===== config.mk =====
export PLATFORM = sky130hd
export DESIGN_NAME = zph_fold
export DESIGN_NICKNAME = d
export VERILOG_FILES = /design/src/hw/rtl/zph_pkg.sv /design/src/hw/rtl/zph_fold.sv
export SDC_FILE = /design/constraint.sdc
export NUM_CORES = 1
export LEC_CHECK = 0
export ABC_AREA = 1
export ABC_CLOCK_PERIOD_IN_PS = 6300
export BUFFER_PORTS_ARGS = -buffer_cell sky130_fd_sc_hd__buf_2
export CAP_MARGIN = 20
export CORE_MARGIN = 2
export CORE_UTILIZATION = 60
export CTS_CLUSTER_DIAMETER = 150
export DETAILED_ROUTE_END_ITERATION = 6
export HOLD_SLACK_MARGIN = 0.1
export PLACE_DENSITY = 0.86
export SYNTH_ARGS = -nofsm -noshare
export SYNTH_HDL_FRONTEND = slang
export SYNTH_SLANG_ARGS = --single-unit

===== constraint.sdc =====
create_clock -name clk -period 6.3 [get_ports clk]
set_input_delay 0.315 -clock clk [delete_from_list [all_inputs] [get_ports clk]]
set_output_delay 0.315 -clock clk [all_outputs]
set_load 0.1 [all_outputs]

===== src/hw/rtl/zph_pkg.sv =====
package zph_pkg;

	// key table geometry
	localparam int TABLE_DEPTH = 1024;
	localparam int TBL_AW      = $clog2(TABLE_DEPTH);

	// key table layout
	localparam logic [3:0] PIECE_TYPES = 4'd12;
	localparam int CASTLE_BASE = 768;
	localparam int EP_BASE     = 784;
	localparam int SIDE_ADDR   = 848;

	// command codes
	localparam logic [1:0] CMD_LOAD = 2'd0;
	localparam logic [1:0] CMD_GEN  = 2'd1;
	localparam logic [1:0] CMD_UPD  = 2'd2;

	// what the fold stage does with one pair of table words
	typedef enum logic [2:0] {
		OP_NONE,
		OP_GEN_ACC,
		OP_GEN_DONE,
		OP_UPD_START,
		OP_UPD_ACC,
		OP_UPD_DONE
	} op_t;

	typedef struct packed {
		logic [1:0]  command;
		logic [9:0]  table_index;
		logic [63:0] key_value;
		logic [5:0]  origin_square;
		logic [5:0]  target_square;
		logic [3:0]  piece_code;
		logic [3:0]  captured_code;
		logic [3:0]  castle_rights;
		logic [5:0]  en_passant_square;
		logic        side_to_move;
		logic        last_square;
	} item_t;

	typedef struct packed {
		logic [63:0] hash_key;
		logic        from_update;
	} result_t;

	// one issued step, travels alongside the table read
	typedef struct packed {
		op_t         op;
		logic        use_a;
		logic        use_b;
		logic [63:0] key_value;
	} tag_t;

	// key table access for one cycle
	typedef struct packed {
		logic              wr_en;
		logic [TBL_AW-1:0] wr_addr;
		logic [63:0]       wr_data;
		logic [TBL_AW-1:0] rd_addr_a;
		logic [TBL_AW-1:0] rd_addr_b;
	} ram_req_t;

endpackage


===== src/hw/rtl/zph_fold.sv =====
module zph_fold (
	input  logic             clk,
	input  logic             arst_n,
	input  logic             tag_vld,
	input  zph_pkg::tag_t    tag,
	input  logic [63:0]      rd_a,
	input  logic [63:0]      rd_b,
	output logic             stall,
	output logic             result_valid,
	input  logic             result_ready,
	output zph_pkg::result_t result
);
	import zph_pkg::*;

	logic        vld_s1;
	tag_t        tag_s1;
	logic [63:0] run_key_q;
	logic [63:0] upd_key_q;
	logic        result_valid_q;
	result_t     result_q;
	logic        emit;
	logic        fire;
	logic [63:0] sum;

	// fold both masked table words
	assign sum   = (tag_s1.use_a ? rd_a : 64'd0) ^ (tag_s1.use_b ? rd_b : 64'd0);
	assign emit  = (tag_s1.op == OP_GEN_DONE) || (tag_s1.op == OP_UPD_DONE);
	assign stall = vld_s1 && emit && result_valid_q && !result_ready;
	assign fire  = vld_s1 && !stall;

	assign result_valid = result_valid_q;
	assign result       = result_q;

	// control and running key
	always_ff @(posedge clk or negedge arst_n) begin
		if (!arst_n) begin
			vld_s1         <= 1'b0;
			run_key_q      <= 64'd0;
			result_valid_q <= 1'b0;
		end else begin
			if (!stall) begin
				vld_s1 <= tag_vld;
			end
			if (fire) begin
				case (tag_s1.op)
					OP_GEN_ACC:  run_key_q <= run_key_q ^ sum;
					OP_GEN_DONE: run_key_q <= 64'd0;
					default:     run_key_q <= run_key_q;
				endcase
			end
			if (fire && emit) begin
				result_valid_q <= 1'b1;
			end else if (result_ready) begin
				result_valid_q <= 1'b0;
			end
		end
	end

	// step tag, update key and result word
	always_ff @(posedge clk) begin
		if (!stall) begin
			tag_s1 <= tag;
		end
		if (fire) begin
			case (tag_s1.op)
				OP_UPD_START: upd_key_q <= tag_s1.key_value ^ sum;
				OP_UPD_ACC:   upd_key_q <= upd_key_q ^ sum;
				OP_GEN_DONE: begin
					result_q.hash_key    <= run_key_q ^ sum;
					result_q.from_update <= 1'b0;
				end
				OP_UPD_DONE: begin
					result_q.hash_key    <= upd_key_q ^ sum;
					result_q.from_update <= 1'b1;
				end
				default: begin
					upd_key_q <= upd_key_q;
				end
			endcase
		end
	end

`ifndef ASSERT_OFF
	a_run_cleared: assert property (@(posedge clk) disable iff (!arst_n)
		(fire && tag_s1.op == OP_GEN_DONE) |=> (run_key_q == 64'd0))
		else $error("running key not cleared after generate");
	a_no_overwrite: assert property (@(posedge clk) disable iff (!arst_n)
		(fire && emit) |-> (!result_valid_q || result_ready))
		else $error("result word overwritten");
	a_update_flag: assert property (@(posedge clk) disable iff (!arst_n)
		(fire && tag_s1.op == OP_UPD_DONE) |=> (result_valid_q && result_q.from_update))
		else $error("update result without update flag");
`endif

endmodule

==> metrics <==
clk buf depth 3; RSZ-0062 raised after global routing no; Worst Setup Path Type reg2out; Levels on crit path 6; Avg Synthesized Cell Area 8.61 µm²; Flop pwr share 0.445; pwr/cell area 312 mW/mm²; delay-heaviest family, CP buffers and inverters; CP startpoint kind flop; r2r worst-path depth 6; DRC viols 0; VDD IR-drop max ~0.00017 V; # Post-CTS Setup Buffers 0; post-synthesis register bit count 264; H-tree levels 1; slowest CP cell buf_4; post-synth top area share 0.435; GRT Residual Overflow 0; crit-path max cell delay approximately 0.83 ns; DP HPWL 21800 µm; CTS tree done; die area 0.0240 mm²; synth top area cells edfxtp_1, nand2_1, dfrtp_1; Place WS 3.26 ns; area delta synth->final 22.9%; Top Ports 268; top cells by count, synth nand2_1, edfxtp_1, nor2_1; Post-Syn Area 0.0137 mm²; Synth cell types 22; Initial Util 0.607; Avg WL per Cell between 15 and 20 µm; post-synthesis sequential area ratio 0.556; clk root buf clkbuf_16; Fmax achieved 307 MHz; Psw between 1.5 and 2 mW; GPL Wtd Cong 0.808; Rel. slew slack 0.258; first-pass GRT wire length 56100 µm; crit end category output pin; iteration-0 DRC count of the detailed router 1002; largest area contributor in the netlist edfxtp_1; Placement Rows 55; vias 11965; Slew @ Worst Pin 1.11 ns; Final Max Slew Viols 0; MaxCap Viol Count 0; ys flop type edfxtp_1; layout cells sized above 1 0.173; Reg clk slew, reported paths 0.06 ns; Top cell by count, worst path nand3_4; Int Pwr 3.61 mW; number of global-route vias before repair around 12000; CTS Buf Count 28; static leakage 7.97 nW; Post-synth EDFFs 198; worst-path maximum fanout 70; core footprint 0.0225 mm²; fin crit share 0.517; share of synthesized registers carrying an async set or reset 0.250; combinational share of power 0.234; Ys Warns 0; endpoints failing setup 0; die height 155 µm; worst path bufs/invs 3; status finished clean; gr usage total 0.292; DR vias/cell 5.44; antenna violation net count after detailed routing 0; largest net degree at the start of global routing 101; Routed WL 35400 µm; Nets roughly 2100; clock share of power 0.321; Hold Path Depth 4; Sink Count around 260; switch share 0.311; IO buf count 267; Synth Instances approximately 1600; Clock Skew between 0.015 and 0.02 ns; worst hold path class in2reg; later-pin clock latency in the skew report roughly 0.54 ns; CP arrival between 2 and 3 ns; most numerous cell in the Yosys netlist nand2_1; Critical Path, Cell by Cell nand3_4, nand2_1, nand3_4, buf_4, inv_1, buf_2; Syn Nets around 1800; initial antenna violation count 1; CP required ~6.0 ns; min Tclk post-route roughly 3.3 ns; iteration count of the initial detailed-routing pass 7; worst setup margin 3.04 ns; Fill cells ~1500; die width 155 µm; setup TNS 0 ns; Final Hold Viols 0
[layout make-up]
type,count,area (µm²),area share
Sequential cell,264,7600,0.452
Timing Repair Buffer,350,2180,0.130
Tap cell,285,357,0.0212
Clock buffer,41,781,0.0465
Multi-Input combinational cell,1174,5440,0.324
Inverter,74,279,0.0166
Antenna cell,1,2.50,0.000149
Clock inverter,11,156,0.00931
[what timing repair did]
item	CTS	global route
resized for setup	0	0
hold buffers	71	0
hold endpoints to repair	136	0
[power by group through the flow]
stage	combinational (mW)	sequential, mW	clock, mW
4_1_cts	1.21	2.33	1.70
3_5_place_dp	1.17	2.36	0
6_report	1.23	2.34	1.68
2_1_floorplan	0.710	2.53	0
5_1_grt	1.37	2.36	1.77
3_3_place_gp	1.10	2.35	0
[logic make-up (layout without fill, tap and decap cells)]
| family | Yosys count | in the layout | share of synthesized area |
|---|---|---|---|
| other | 0 | 1 | 0 |
| AND/OR/NAND/NOR | 915 | 915 | 0.265 |
| buffers and inverters | 149 | 476 | 0.0488 |
| XOR/XNOR | 128 | 128 | 0.0821 |
| AO/OA/AOI/OAI | 131 | 131 | 0.0482 |
| flip-flops | 264 | 264 | 0.556 |
[placed cells by master, fill, tap and decap left out, types with 5 or more instances in the layout]
master         instances
dfrtp_1               66
buf_2                266
clkbuf_16             29
clkinv_2               5
buf_4                 11
nor2_1               130
o21ai_0               45
xnor2_1               63
edfxtp_1             198
nand2_1              646
o21ai_1               83
inv_1                 70
xor2_1                65
dlygate4sd3_1         71
clkbuf_1              11
nand3_1              129
[stage by stage]
step	hold slack, ns	util	power (mW)	cells	cell area, µm²
floorplan	0.0194	-	3.24	1587	13700
global placement	0.493	0.671	3.45	2074	15100
detailed placement	0.493	0.671	3.53	2074	15100
CTS	0.126	0.744	5.24	2197	16700
global route	0.156	0.746	5.49	2200	16800
finish	0.134	0.746	5.25	2200	16800
[worst register-to-register path, delay by kind of cell (launching register included)]
family / cells / cell delay, ns
AOI/OAI and AO/OA: 1 / 0.14
DFF: 1 / 0.47
and+or+nand+nor: 2 / 0.87
buffers and inverters: 3 / 1.10
[path summary, 6_finish.rpt]
check	slack, ns	startpoint	endpoint
max	3.04	tag_s1[68]	stall
min in group asynchronous	0.44	arst_n	run_key_q[41]
min	0.13	result_ready	result_valid
max reg2reg	3.32	tag_s1[66]	upd_key_q[57]
min reg2reg	0.53	run_key_q[3]	run_key_q[3]
max in group asynchronous	5.17	arst_n	run_key_q[26]
[sequential cells by signal (all words and copies together), names as in the netlist]
name          count
result           65
result_valid      1
run_key_q        64
tag_s1           69
upd_key_q        64
vld_s1            1
[per-layer routing]
layer	vias to the layer above	global-route usage	share of wire
li1	5736	-	-
met5	-	0	0
met2	518	0.525	0.51
met1	5641	0.366	0.40
met3	70	0.0387	0.069
met4	0	0.101	0.027
Power figures use the tool's default switching activity.
