File: src/hw/rtl/zph_pkg.sv
package zph_pkg;

	// key table geometry
	localparam int TABLE_DEPTH = 1024;
	localparam int TBL_AW      = $clog2(TABLE_DEPTH);

	// key table layout
	localparam logic [3:0] PIECE_TYPES = 4'd12;
	localparam int CASTLE_BASE = 768;
	localparam int EP_BASE     = 784;
	localparam int SIDE_ADDR   = 848;

	// command codes
	localparam logic [1:0] CMD_LOAD = 2'd0;
	localparam logic [1:0] CMD_GEN  = 2'd1;
	localparam logic [1:0] CMD_UPD  = 2'd2;

	// what the fold stage does with one pair of table words
	typedef enum logic [2:0] {
		OP_NONE,
		OP_GEN_ACC,
		OP_GEN_DONE,
		OP_UPD_START,
		OP_UPD_ACC,
		OP_UPD_DONE
	} op_t;

	typedef struct packed {
		logic [1:0]  command;
		logic [9:0]  table_index;
		logic [63:0] key_value;
		logic [5:0]  origin_square;
		logic [5:0]  target_square;
		logic [3:0]  piece_code;
		logic [3:0]  captured_code;
		logic [3:0]  castle_rights;
		logic [5:0]  en_passant_square;
		logic        side_to_move;
		logic        last_square;
	} item_t;

	typedef struct packed {
		logic [63:0] hash_key;
		logic        from_update;
	} result_t;

	// one issued step, travels alongside the table read
	typedef struct packed {
		op_t         op;
		logic        use_a;
		logic        use_b;
		logic [63:0] key_value;
	} tag_t;

	// key table access for one cycle
	typedef struct packed {
		logic              wr_en;
		logic [TBL_AW-1:0] wr_addr;
		logic [63:0]       wr_data;
		logic [TBL_AW-1:0] rd_addr_a;
		logic [TBL_AW-1:0] rd_addr_b;
	} ram_req_t;

endpackage

File: src/hw/rtl/zph_seq.sv
module zph_seq (
	input  logic              clk,
	input  logic              arst_n,
	input  logic              item_valid,
	output logic              item_ready,
	input  zph_pkg::item_t    item,
	input  logic              stall,
	output zph_pkg::ram_req_t ram_req,
	output logic              tag_vld,
	output zph_pkg::tag_t     tag
);
	import zph_pkg::*;

	item_t             item_q;
	logic              busy_q;
	logic [1:0]        step_q;
	logic [1:0]        final_step;
	logic              last_step;
	logic              piece_ok;
	logic              capt_ok;
	logic              idx_ok;
	logic [TBL_AW-1:0] pk_org;
	logic [TBL_AW-1:0] pk_tgt;
	logic [TBL_AW-1:0] cap_tgt;
	logic [TBL_AW-1:0] castle_addr;
	logic [TBL_AW-1:0] ep_addr;
	logic [TBL_AW-1:0] side_addr;

	// count table read steps of the held word
	always_comb begin
		case (item_q.command)
			CMD_GEN: final_step = item_q.last_square ? 2'd1 : 2'd0;
			CMD_UPD: final_step = 2'd2;
			default: final_step = 2'd0;
		endcase
	end

	assign last_step  = (step_q == final_step);
	assign item_ready = !stall && (!busy_q || last_step);
	assign tag_vld    = busy_q;

	// table addresses
	assign piece_ok    = (item_q.piece_code < PIECE_TYPES);
	assign capt_ok     = (item_q.captured_code < PIECE_TYPES);
	assign idx_ok      = ({1'b0, item_q.table_index} < 11'(TABLE_DEPTH));
	assign pk_org      = TBL_AW'({item_q.piece_code, item_q.origin_square});
	assign pk_tgt      = TBL_AW'({item_q.piece_code, item_q.target_square});
	assign cap_tgt     = TBL_AW'({item_q.captured_code, item_q.target_square});
	assign castle_addr = TBL_AW'(CASTLE_BASE) + TBL_AW'(item_q.castle_rights);
	assign ep_addr     = TBL_AW'(EP_BASE) + TBL_AW'(item_q.en_passant_square);
	assign side_addr   = TBL_AW'(SIDE_ADDR);

	// issue one read pair or one write per cycle when not stalled
	always_comb begin
		tag.op            = OP_NONE;
		tag.use_a         = 1'b0;
		tag.use_b         = 1'b0;
		tag.key_value     = item_q.key_value;
		ram_req.wr_en     = 1'b0;
		ram_req.wr_addr   = item_q.table_index[TBL_AW-1:0];
		ram_req.wr_data   = item_q.key_value;
		ram_req.rd_addr_a = pk_org;
		ram_req.rd_addr_b = castle_addr;
		case (item_q.command)
			CMD_LOAD: begin
				ram_req.wr_en = busy_q && !stall && idx_ok;
			end
			CMD_GEN: begin
				if (step_q == 2'd0) begin
					tag.op    = OP_GEN_ACC;
					tag.use_a = piece_ok;
					tag.use_b = item_q.last_square;
				end else begin
					tag.op            = OP_GEN_DONE;
					tag.use_a         = 1'b1;
					tag.use_b         = !item_q.side_to_move;
					ram_req.rd_addr_a = ep_addr;
					ram_req.rd_addr_b = side_addr;
				end
			end
			CMD_UPD: begin
				if (step_q == 2'd0) begin
					tag.op            = OP_UPD_START;
					tag.use_a         = piece_ok;
					tag.use_b         = piece_ok;
					ram_req.rd_addr_b = pk_tgt;
				end else if (step_q == 2'd1) begin
					tag.op            = OP_UPD_ACC;
					tag.use_a         = capt_ok;
					tag.use_b         = 1'b1;
					ram_req.rd_addr_a = cap_tgt;
				end else begin
					tag.op            = OP_UPD_DONE;
					tag.use_a         = 1'b1;
					tag.use_b         = !item_q.side_to_move;
					ram_req.rd_addr_a = ep_addr;
					ram_req.rd_addr_b = side_addr;
				end
			end
			default: begin
				tag.op = OP_NONE;
			end
		endcase
	end

	// advance the step counter, hold on stall
	always_ff @(posedge clk or negedge arst_n) begin
		if (!arst_n) begin
			busy_q <= 1'b0;
			step_q <= 2'd0;
		end else if (!stall) begin
			if (item_valid && item_ready) begin
				busy_q <= 1'b1;
				step_q <= 2'd0;
			end else if (busy_q && last_step) begin
				busy_q <= 1'b0;
			end else if (busy_q) begin
				step_q <= step_q + 2'd1;
			end
		end
	end

	// capture the accepted word
	always_ff @(posedge clk) begin
		if (item_valid && item_ready) begin
			item_q <= item;
		end
	end

`ifndef ASSERT_OFF
	a_step_range: assert property (@(posedge clk) disable iff (!arst_n)
		busy_q |-> (step_q <= final_step))
		else $error("step counter past last step");
	a_write_load_only: assert property (@(posedge clk) disable iff (!arst_n)
		ram_req.wr_en |-> (busy_q && !stall && item_q.command == CMD_LOAD))
		else $error("table write outside a load word");
	a_hold_on_stall: assert property (@(posedge clk) disable iff (!arst_n)
		stall |=> ($stable(step_q) && $stable(busy_q)))
		else $error("sequencer moved during stall");
`endif

endmodule

File: config.mk
export PLATFORM = sky130hd
export DESIGN_NAME = zph_seq
export DESIGN_NICKNAME = d
export VERILOG_FILES = /design/src/hw/rtl/zph_pkg.sv /design/src/hw/rtl/zph_seq.sv
export SDC_FILE = /design/constraint.sdc
export NUM_CORES = 1
export LEC_CHECK = 0
export ABC_AREA = 1
export BUFFER_PORTS_ARGS = -buffer_cell sky130_fd_sc_hd__buf_4
export CORE_UTILIZATION = 40
export DETAILED_ROUTE_END_ITERATION = 10
export HOLD_SLACK_MARGIN = 0.02
export PLACE_DENSITY_LB_ADDON = 0.15
export SYNTH_ARGS = -nofsm -noshare
export SYNTH_HDL_FRONTEND = slang
export SYNTH_SLANG_ARGS = --single-unit
File: constraint.sdc
create_clock -name clk -period 4.3 [get_ports clk]
set_clock_uncertainty 0.15 [all_clocks]
set_input_delay 0.86 -clock clk [delete_from_list [all_inputs] [get_ports clk]]
set_output_delay 0.86 -clock clk [all_outputs]
set_load 0.02 [all_outputs]
==> parameters.txt <==
Parameter                              Value

Critical path
  Depth of the worst register-to-register path    9
  Required time of the worst setup path    between 3 and 4 ns
  CP bufs+invs    2
  Kind of cell adding the most delay to the critical path    adder cells
  First element of the critical path    item_q[106]$_DFFE_PP_
  Reg2reg setup slack    about 1.2 ns
  Count of cell instances traversed by the critical path    7
  Critical R2R Launch    item_q[106]$_DFFE_PP_
  Worst setup path endpoint    ram_req[2]
  Cells along the critical path    inv_1 > ha_1 > nand2_2 > nor2_1 > a21oi_2 > o22ai_1 > buf_4
  Maximum fanout along the worst path    19
  Kind of critical path    reg2out
  Type of element launching the critical path    flip-flop
  Capturing point of the worst reg2reg path    cap_tgt[8]$_DFFE_PP_
  Crit path DAT    2.32 ns
  Worst stage delay on the critical path    0.62 ns
  Standard cell with the maximum stage delay on the critical path    ha_1
  Crit. End Element    output pin

Logic synthesis
  Cell area after synthesis    5170 um^2
  Arithmetic-cell share of the synthesized area counting full adders, half adders and majority gates    1.69%
  Most frequent cells after synthesis    138 x buf_4, 108 x edfxtp_1, 31 x nand2_1, 25 x nor2_1, 24 x inv_1
  Share of the synthesized area in compound gates (AO/OA/AOI/OAI)    under 10%
  Syn avg cell area    12.8 um^2
  Simple-Gate Fraction of Synth Area    a little over 7%
  Post-Syn Nets    roughly 520
  Mux share of post-synthesis cell area    0%
  Fraction of synthesized cell area in xor and xnor cells    0%
  Gate count after technology mapping    403
  Largest area contributor in the netlist    edfxtp_1
  Main combinational cell family by area after synthesis    buffers and inverters
  Post-synthesis cell type count    30
  Leading cell type by number of instances after synthesis    buf_4
  Register area share after synthesis    64.2%
  Number of register bits inferred by synthesis    between 100 and 150
  Number of warnings issued by yosys    0
  Count of flip-flops with a built-in enable after synthesis    108
  Ys async rst share    2.70%
  Top cell type's share of synthesized area    62.7%
  Top area cells in the synthesized netlist    edfxtp_1 63%, buf_4 20%, nand2_1 2.3%, nor2_1 1.8%, inv_1 1.7%
  Most instantiated flip-flop cell in the synthesis netlist    edfxtp_1

Timing
  Period minus WS final    3.33 ns
  Pins Over Slew Limit    0
  Max Freq    300 MHz
  Hold slack    approximately 0.13 ns
  Final Hold Fails    0
  Slew @ Worst Pin    approximately 0.7 ns
  Final-layout setup total negative slack    0 ns
  Tcrit/Tclk final    77.4%
  Worst-case setup margin in the final layout    0.971 ns
  Unrepaired setup endpoints after global routing    false
  Setup violators final    0
  Headroom to the max-slew limit    52.6%

Power
  Clk pwr share    23.2%
  Power per unit of standard cell area    502 nW/um^2
  Logic gate share of total power    34.4%
  Internal power consumption    about 2200 uW
  Switching portion of total power    between 30% and 40%
  IR Drop Worst-Case VDD    0.366 mV
  Sw power    between 1000 and 1500 uW
  Fraction of power consumed by sequential logic    42.4%
  Leakage Power    0.00294 uW

Worst hold path
  Hold crit path type    in2async

Layout
  Total inserted antenna cells    0
  Share of post-route cells with drive strength above 1    a little under three fifths
  Area growth from synthesis to final layout    29.4%
  Final #Nets    about 670
  Filler Cell Count    roughly 1100

Floorplanning
  Die extent in x    116 um
  Area of the core    roughly 13000 um^2
  Chip Height    between 100 and 150 um
  Top Ports    278
  Effective utilization at floorplan    41.0%
  Site Rows    between 40 and 50
  Full die area    between 10000 and 15000 um^2

Drt
  ANT nets after route    0
  Remaining design rule violation count    0
  Pre-antenna DRT Iters    4
  Vias per cell    4.36
  Total detailed-routing wirelength    approximately 11000 um
  Starting DRT DRC Count    215
  WL per Instance    15.4 um
  Number of vias after detailed routing    3173

Clocking
  Root Buffer    clkbuf_16
  Clock transition at the registers of the reported paths    approximately 0.070 ns
  Maximum clock insertion buffer count    2
  CTS tree    yes
  Number of hold-repair buffers added at the cts stage    0
  Cells resized by post-CTS repair    0
  Level count of the clock H-tree    3
  Worst-Skew Late Latency    roughly 0.35 ns
  Number of buffers added by the clock tree synthesis step    9
  Count of clock tree sinks    111
  Count of buffers added by post-CTS timing repair for setup    0

Outcome
  Result of the run    finished, final reports clean

Global routing
  Vias in the first global route    3129
  Maximum number of pins on one net before global-route repair    60
  Global router's overall resource usage    16.6%
  Overall overflow remaining after global route    0
  Antenna violations before repair    0
  First-pass GRT wire length    approximately 16000 um

Job
  Maximum Capacitance Violations    0

Placement
  Placer congestion estimate    0.882
  Buffers on Ports    about 280
  Final HPWL from detailed placement    around 8500 um
  Worst setup timing slack at the placement stage    between 1 and 1.5 ns
[flip-flops by register name, indices dropped and copies added (netlist names)]
register / flops
cap_tgt: 10
ram_req: 74
item_q: 24
step_q: 2
tag_vld: 1
[per-layer routing]
metal	wire, um	part of all wire, %	track usage, %
met5	0	0	0
met1	3760	34	17.1
met4	198	1.8	6.58
met2	6010	54	29.8
met3	1220	11	7.06
[final cells by class]
| type | count | area, um^2 | area share [%] |
|---|---|---|---|
| clock buffer | 10 | 229 | 3.42 |
| clock inverter | 6 | 46.3 | 0.692 |
| inverter | 30 | 125 | 1.87 |
| multi-input combinational | 120 | 654 | 9.78 |
| sequential | 111 | 3320 | 49.6 |
| tap | 172 | 215 | 3.22 |
| timing repair buffer | 278 | 2100 | 31.4 |
[worst min path at each step]
stage / start / to / slack [ns] / cells past startpoint
after floorplan: step_q[1]$_DFFE_PN0P_ / step_q[1]$_DFFE_PN0P_ / 0.38 / 2
after global placement: step_q[0]$_DFFE_PN0P_ / step_q[0]$_DFFE_PN0P_ / 0.42 / 2
after detailed placement: tag_vld$_DFFE_PN0P_ / tag_vld$_DFFE_PN0P_ / 0.43 / 2
after CTS: arst_n / step_q[0]$_DFFE_PN0P_ / 0.12 / 1
after global routing: arst_n / tag_vld$_DFFE_PN0P_ / 0.12 / 1
final: arst_n / step_q[1]$_DFFE_PN0P_ / 0.13 / 1
[worst reg2reg max path, cell delays in order (launching register included)]
cell	delay, ns
edfxtp_1	0.39
inv_1	0.10
ha_1	0.62
nand2_1	0.15
nand2_1	0.14
nand3_4	0.11
nand2_1	0.08
nand2_1	0.09
inv_4	0.47
buf_12	0.40
[through the flow]
| stage | utilization (%) | instance area, um^2 | cells | power, uW |
|---|---|---|---|---|
| finish | 53.0 | 6690 | 727 | 3360 |
| global route | 53.0 | 6690 | 727 | 3520 |
| CTS | 53.0 | 6690 | 727 | 3390 |
| detailed placement | 50.8 | 6410 | 711 | 2610 |
| global placement | 50.8 | 6410 | 711 | 2600 |
| floorplan | - | 5170 | 403 | 2280 |
[logic make-up after synthesis]
group / Yosys count
buf+inv: 172
flops: 111
simple gates: 79
compound gates: 34
fa+ha+maj: 7
[power groups by stage]
stage	Combinational (uW)	Sequential (uW)	Clock [uW]
6_report	1150	1430	780
5_1_grt	1240	1440	839
4_1_cts	1160	1430	803
3_5_place_dp	1160	1450	0
3_3_place_gp	1150	1440	0
2_1_floorplan	835	1440	0
[cells in the final DEF (no fill, tap or decap), types with 2 or more instances in the layout]
cell	Yosys	final
a21oi_1	9	9
buf_4	138	277
clkbuf_16	0	9
clkinvlp_4	0	3
dfrtp_1	3	3
edfxtp_1	108	108
ha_1	7	7
inv_1	24	23
inv_2	4	4
inv_4	1	2
inv_8	1	2
nand2_1	31	31
nand2_2	2	2
nand3_1	11	11
nor2_1	25	25
nor3_1	2	2
o21ai_0	12	12
o21ai_1	4	4
o22ai_1	5	5
or2_1	2	2
No activity file was read; power rests on OpenSTA's default activity.
